`src/rtl/core/assert_macros.svh`:
```
// Assertion macros used by the top-level RTL file of the quaternion to Euler block.
// Each macro samples on clk and is disabled while rst is high.
`ifndef ASSERT_MACROS_SVH
`define ASSERT_MACROS_SVH

// Same-cycle implication
`define ASSERT_IMPL(lbl, ante, cons) \
  lbl: assert property (@(posedge clk) disable iff (rst) (ante) |-> (cons)) \
    else $error("same-cycle implication failed");

// Next-cycle implication
`define ASSERT_NEXT(lbl, ante, cons) \
  lbl: assert property (@(posedge clk) disable iff (rst) (ante) |=> (cons)) \
    else $error("next-cycle implication failed");

`endif

```
`src/rtl/core/qte_pkg.sv`:
```
// Shared widths, constants and the CORDIC angle table for quaternion_to_euler.
// No dependencies.
package qte_pkg;

  localparam int CORDIC_STEPS_DEF = 16;
  localparam int ANGLE_FRAC_DEF   = 7;

  localparam int Q_W        = 16;  // quaternion component width
  localparam int PROD_W     = 32;  // Q2.30 product width
  localparam int SUM_W      = 34;  // doubled sums of products
  localparam int CW         = 38;  // CORDIC vector width
  localparam int ZW         = 26;  // CORDIC angle width, degrees Q.16
  localparam int INT_FRAC   = 16;  // fraction bits of the CORDIC angle
  localparam int ATAN_LEN   = 24;
  localparam int ISQ_W      = 62;  // square-root radicand width
  localparam int ROOT_W     = 31;  // square-root result width
  localparam int ISQ_STAGES = 31;  // one result bit per stage
  localparam int A_W        = 32;  // in-range asin argument width

  // atan(2^-i) in degrees with 16 fraction bits
  function automatic logic signed [ZW-1:0] atan_deg(input int i);
    logic signed [ZW-1:0] v;
    case (i)
      0:  v = ZW'(2949120);
      1:  v = ZW'(1740967);
      2:  v = ZW'(919879);
      3:  v = ZW'(466945);
      4:  v = ZW'(234379);
      5:  v = ZW'(117304);
      6:  v = ZW'(58666);
      7:  v = ZW'(29335);
      8:  v = ZW'(14668);
      9:  v = ZW'(7334);
      10: v = ZW'(3667);
      11: v = ZW'(1833);
      12: v = ZW'(917);
      13: v = ZW'(458);
      14: v = ZW'(229);
      15: v = ZW'(115);
      16: v = ZW'(57);
      17: v = ZW'(29);
      18: v = ZW'(14);
      19: v = ZW'(7);
      20: v = ZW'(4);
      21: v = ZW'(2);
      22: v = ZW'(1);
      default: v = '0;
    endcase
    return v;
  endfunction

endpackage

```
`src/rtl/core/qte_isqrt.sv`:
```
// Pipelined floor square root, one result bit per register stage.
// Depends on qte_pkg.
module qte_isqrt import qte_pkg::*; (
  input  logic              clk,
  input  logic              en,
  input  logic [ISQ_W-1:0]  radicand,
  output logic [ROOT_W-1:0] root
);

  logic [ISQ_W-1:0] v_q   [0:ISQ_STAGES-1];
  logic [ISQ_W-1:0] res_q [0:ISQ_STAGES-1];

  for (genvar j = 0; j < ISQ_STAGES; j++) begin : g_stage
    localparam logic [ISQ_W-1:0] BIT = ISQ_W'(1) << (2 * (ISQ_STAGES - 1 - j));
    logic [ISQ_W-1:0] v_in, res_in, trial;

    // take operands from the previous stage or the input
    if (j == 0) begin : g_first
      assign v_in   = radicand;
      assign res_in = '0;
    end else begin : g_rest
      assign v_in   = v_q[j-1];
      assign res_in = res_q[j-1];
    end
    assign trial = res_in + BIT;

    // decide one root bit
    always_ff @(posedge clk) begin
      if (en) begin
        if (v_in >= trial) begin
          v_q[j]   <= v_in - trial;
          res_q[j] <= (res_in >> 1) + BIT;
        end else begin
          v_q[j]   <= v_in;
          res_q[j] <= res_in >> 1;
        end
      end
    end
  end

  assign root = res_q[ISQ_STAGES-1][ROOT_W-1:0];

endmodule

```
`config.mk`:
```
export PLATFORM = sky130hd
export DESIGN_NAME = qte_isqrt
export DESIGN_NICKNAME = d
export VERILOG_FILES = /design/src/rtl/core/assert_macros.svh /design/src/rtl/core/qte_pkg.sv /design/src/rtl/core/qte_isqrt.sv
export SDC_FILE = /design/constraint.sdc
export NUM_CORES = 2
export LEC_CHECK = 0
export BUFFER_PORTS_ARGS = -buffer_cell sky130_fd_sc_hd__buf_4
export CORE_MARGIN = 4
export CORE_UTILIZATION = 30
export CTS_CLUSTER_DIAMETER = 150
export DETAILED_ROUTE_END_ITERATION = 10
export GPL_TIMING_DRIVEN = 1
export SYNTH_ARGS = -nofsm -noshare
export SYNTH_HDL_FRONTEND = slang
export SYNTH_SLANG_ARGS = --single-unit
```
`constraint.sdc`:
```
create_clock -name clk -period 12.6 [get_ports clk]
set_input_delay 2.52 -clock clk [delete_from_list [all_inputs] [get_ports clk]]
set_output_delay 2.52 -clock clk [all_outputs]
set_load 0.02 [all_outputs]
```
**After elaboration in Yosys (flattened, before gate mapping)**

Memory sizes are Yosys's and may differ from the RTL's.
Index checks and enable logic that the tools add are counted.

- $add $sub $neg: 91
- Multipliers: 0
- Div/mod/pow operators: 0
- Magnitude comparators: 31
- Equality and inequality tests: 0
- Shift operators: 0
- Muxes and demuxes: 248
- Bitwise operators: 62
- Reductions and logical operators: 0

Operators by type and width:

| operator | number |
|---|---|
| 62-bit two-way mux | 62 |
| 62-bit greater-or-equal comparator | 30 |
| 62-bit subtractor | 30 |
| 1-bit two-way mux | 186 |
| 61-bit by 1-bit adder with 62-bit output (second input constant) | 1 |
| 61-bit by 11-bit adder with 62-bit output (second input constant) | 1 |
| 61-bit by 13-bit adder with 62-bit output (second input constant) | 1 |
| 61-bit by 15-bit adder with 62-bit output (second input constant) | 1 |
| 61-bit by 17-bit adder with 62-bit output (second input constant) | 1 |
| 61-bit by 19-bit adder with 62-bit output (second input constant) | 1 |
| 61-bit by 21-bit adder with 62-bit output (second input constant) | 1 |
| 61-bit by 23-bit adder with 62-bit output (second input constant) | 1 |
| 61-bit by 25-bit adder with 62-bit output (second input constant) | 1 |
| 61-bit by 27-bit adder with 62-bit output (second input constant) | 1 |
| 61-bit by 29-bit adder with 62-bit output (second input constant) | 1 |
| 61-bit by 3-bit adder with 62-bit output (second input constant) | 1 |
| 61-bit by 31-bit adder with 62-bit output (second input constant) | 1 |
| 61-bit by 33-bit adder with 62-bit output (second input constant) | 1 |
| 61-bit by 35-bit adder with 62-bit output (second input constant) | 1 |
| 61-bit by 37-bit adder with 62-bit output (second input constant) | 1 |
| 61-bit by 39-bit adder with 62-bit output (second input constant) | 1 |
| 61-bit by 41-bit adder with 62-bit output (second input constant) | 1 |
| 61-bit by 43-bit adder with 62-bit output (second input constant) | 1 |
| 61-bit by 45-bit adder with 62-bit output (second input constant) | 1 |
| 43 further kinds | 104 |

- Bits in registers: 0
- Latch bits: 0
- Memory bits (writable): 3,844
- Memory bits (read-only): 0
- Bits of input ports: 64
- Output and inout port bits: 31
- Memories kept: 2

Memories:

| memory | words | width | rd ports | clocked after memory_dff | write ports | line | text |
|---|---|---|---|---|---|---|---|
| res_q | 31 | 62 | 31 | 0 | 31 | qte_isqrt.sv:11 | `logic [ISQ_W-1:0] res_q [0:ISQ_STAGES-1];` |
| v_q | 31 | 62 | 30 | 0 | 31 | qte_isqrt.sv:10 | `logic [ISQ_W-1:0] v_q [0:ISQ_STAGES-1];` |

**Longest topological paths before layout**

An unclocked memory read counts as a cell.

- Depth in word-level cells: 7
- Mapped depth: 15
- Depth with buffers taken out: 12

**Worst setup path before layout**

No wires, ideal clock.

- Path kind: in2reg
- From: in en
- To: mem res_q[26][8], in the netlist res_q[1][628], enable pin
- Setup time: 0.479 ns
- Data arrival time: 6.303 ns
- Data required time: 12.121 ns
- Setup slack: 5.818 ns
- Cell stages on the path: 6
- Cells stage by stage: clkbuf_1 > clkbuf_1 > clkbuf_1 > clkbuf_1 > clkbuf_1 > clkbuf_1

RTL lines:

| item | line | text |
|---|---|---|
| from (decl) | qte_isqrt.sv:5 | `input logic en,` |
| to (decl) | qte_isqrt.sv:11 |  |

==> flow_metrics.py <==
metrics = {
    "placed_design": {
        "dp_hpwl_um": 192000,
        "routabilityCongestion": 0.941,
        "dp.cells": 14085,
        "portBuffers": 94,
    },
    "drt": {
        "routed_wl_um": 252000,
        "drc_errors": 0,
        "via_per_inst": 4.78,
        "vias": 69434,
        "first_iter_violations": 4097,
        "dr.pass1.iters": 6,
        "antenna_left": 0,
        "wire_per_inst_um": 17.3,
    },
    "status": {
        "status": "finished, final reports clean",
    },
    "synth": {
        "synthSimpleGateAreaFrac": 0.126,
        "ys_top_cells_by_area": "edfxtp_1 (62%), ha_1 (5.8%), xor2_1 (3.3%)",
        "synth-xor-area-share": 0.0640,
        "syn-num-nets": 9754,
        "synthMuxAreaShare": 0.00687,
        "ys.flop_type": "edfxtp_1",
        "synthArstFlopShare": 0,
        "synthAdderAreaFrac": 0.0577,
        "synth_area_um2": 114000,
        "synth.distinct_cells": 98,
        "synth_largest_area_cell": "edfxtp_1",
        "synth_compound_area_frac": 0.0951,
        "ys_ff_latch": 2356,
        "ys_seq_area_frac": 0.621,
        "synth_top_family_by_area": "simple AND/OR/NAND/NOR gates",
        "synth_top_area_share": 0.621,
        "syn_inst": 9165,
        "ys_warn_count": 0,
        "avgSynthCellArea_um2": 12.4,
        "synth_edf_count": 2356,
    },
    "global_routing": {
        "first_global_vias": 71036,
        "grt_usage": 0.126,
        "grt-ovfl-total": 0,
        "grt_pass1_wl_um": 393000,
        "grt_max_degree": 188,
        "antenna_found_initial": 1,
    },
    "cells_and_area": {
        "drive_gt1_frac": 0.0685,
        "fin_nets": 9917,
        "final_cells": 14516,
        "multi_input_area_um2": 39900,
        "final_common_cell": "edfxtp_1",
        "nFillCells": 37076,
        "final_cell_mix": "edfxtp_1 (2356), nand2_1 (693), inv_1 (642)",
        "area_delta_synth_final_pct": 12.4,
        "regArea_um2": 70700,
    },
    "floorplan": {
        "num_rows": 225,
        "die_area_um2": 389000,
        "pin_count": 95,
        "start_util": 0.302,
        "die_h_um": 624,
        "core_region_area_um2": 377000,
        "die_w_um": 624,
    },
    "clocking": {
        "tritoncts": "done",
        "root_buffer": "clkbuf_16",
        "cts_buffers": 235,
        "cts_hold_buf": 0,
        "cts_resized": 0,
        "cts_buffer_depth": 4,
        "post_cts_buffers": 0,
        "htree_levels": 4,
        "clock_latency_ns": 0.97,
        "clk_pin_slew_ns": 0.07,
        "cts.sinks": 2356,
    },
    "hold_path": {
        "hp-class": "register to register",
    },
    "sta": {
        "worst_slew_pin_slew_ns": 1.35,
        "fin_tns_setup_ns": 0,
        "fin_crit_ns": 5.52,
        "rsz0062_at_grt": "false",
        "slew_headroom": 0.0890,
        "fin_crit_sh": 0.438,
        "finalHoldViolCount": 0,
        "setup_viol": 0,
        "maxSlewViolCount": 0,
        "fmax_ghz": 0.181,
        "skew_ns": 0.110,
    },
    "worst_setup_path": {
        "path_max_fanout": 125,
        "critical_path_class": "input pin to register",
        "crit_required_ns": 13.30,
        "cp-start-kind": "input pin",
        "endpoint_kind": "register",
        "crit_arrival_ns": 6.22,
    },
    "pwr": {
        "ir_drop_v": 0.000119,
        "powerDensity_nw_per_um2": 172,
        "p_leak_nw": 46.5,
    },
    "job": {
        "cap_violations": 0,
    },
}
-- area by class of cell --
| class | count | area share |
|---|---|---|
| Sequential cell | 2356 | 0.553 |
| Timing Repair Buffer | 159 | 0.0101 |
| Clock inverter | 148 | 0.00989 |
| Multi-Input combinational cell | 5934 | 0.312 |
| Antenna cell | 6 | 0.000117 |
| Tap cell | 4994 | 0.0488 |
| Clock buffer | 277 | 0.0474 |
| Inverter | 642 | 0.0188 |
-- metrics by stage --
step / utilization / cell area [um^2] / worst slack (ns) / power (mW) / hold slack [ns]
floorplan: - / 114000 / 5.82 / 14.1 / 0.417
global placement: 0.320 / 121000 / 6.09 / 15.4 / 0.422
detailed placement: 0.320 / 121000 / 6.04 / 15.4 / 0.427
CTS: 0.340 / 128000 / 7.08 / 22.2 / 0.380
global route: 0.340 / 128000 / 6.70 / 23.2 / 0.404
finish: 0.340 / 128000 / 7.08 / 22.0 / 0.372
-- report_power, final --
group / internal, mW / leakage [nW] / switching [mW] / total [mW]
logic: 1.89 / 20.3 / 2.72 / 4.61
registers: 9.93 / 22.7 / 0.751 / 10.7
clock network: 3.82 / 3.54 / 2.91 / 6.74
-- registers in the layout, indices dropped and copies added (netlist names) --
name / cells
res_q: 496
v_q: 1860
-- logic make-up after synthesis --
group                      count (synthesis)
buffers and inverters                    875
and+or+nand+nor                         2760
AOI/OAI and AO/OA                       1746
xor gates and xnor gates                 832
adders and majority gates                525
muxes                                     71
DFF                                     2356
-- Yosys cell counts (170+ instances only) --
library cell  instances
o21ai_0             533
nor4_1              335
xnor2_1             402
nor3_1              255
a21o_1              224
nor2_1              508
nand4_1             170
clkbuf_1            207
inv_1               642
xor2_1              430
edfxtp_1           2356
ha_1                525
nand2_1             693
a21oi_1             473
-- per-layer routing --
metal,GRT usage,vias to the layer above,share of wire
li1,-,34638,-
met1,0.128,33053,0.37
met2,0.250,1190,0.55
met3,0.0156,553,0.027
met4,0.0641,0,0.054
met5,0,-,0
-- final timing paths --
path	startpoint	endpoint	slack, ns	depth (start not counted)
max	en	v_q[0][247]	7.08	8
min	v_q[0][511]	v_q[0][573]	0.37	0
max reg2reg	v_q[1][373]	v_q[1][494]	7.62	10
min reg2reg	v_q[0][511]	v_q[0][573]	0.37	0
-- worst max-delay path, cell delays in order --
cell and delay, ns:
buf_16 0.34, buf_12 0.56, buf_4 0.82, nand2_1 0.12
nor3_1 0.97, nor3b_1 0.19, nor3b_1 0.23, xor2_1 0.15
Note: power is estimated with default switching activity, not from simulation.
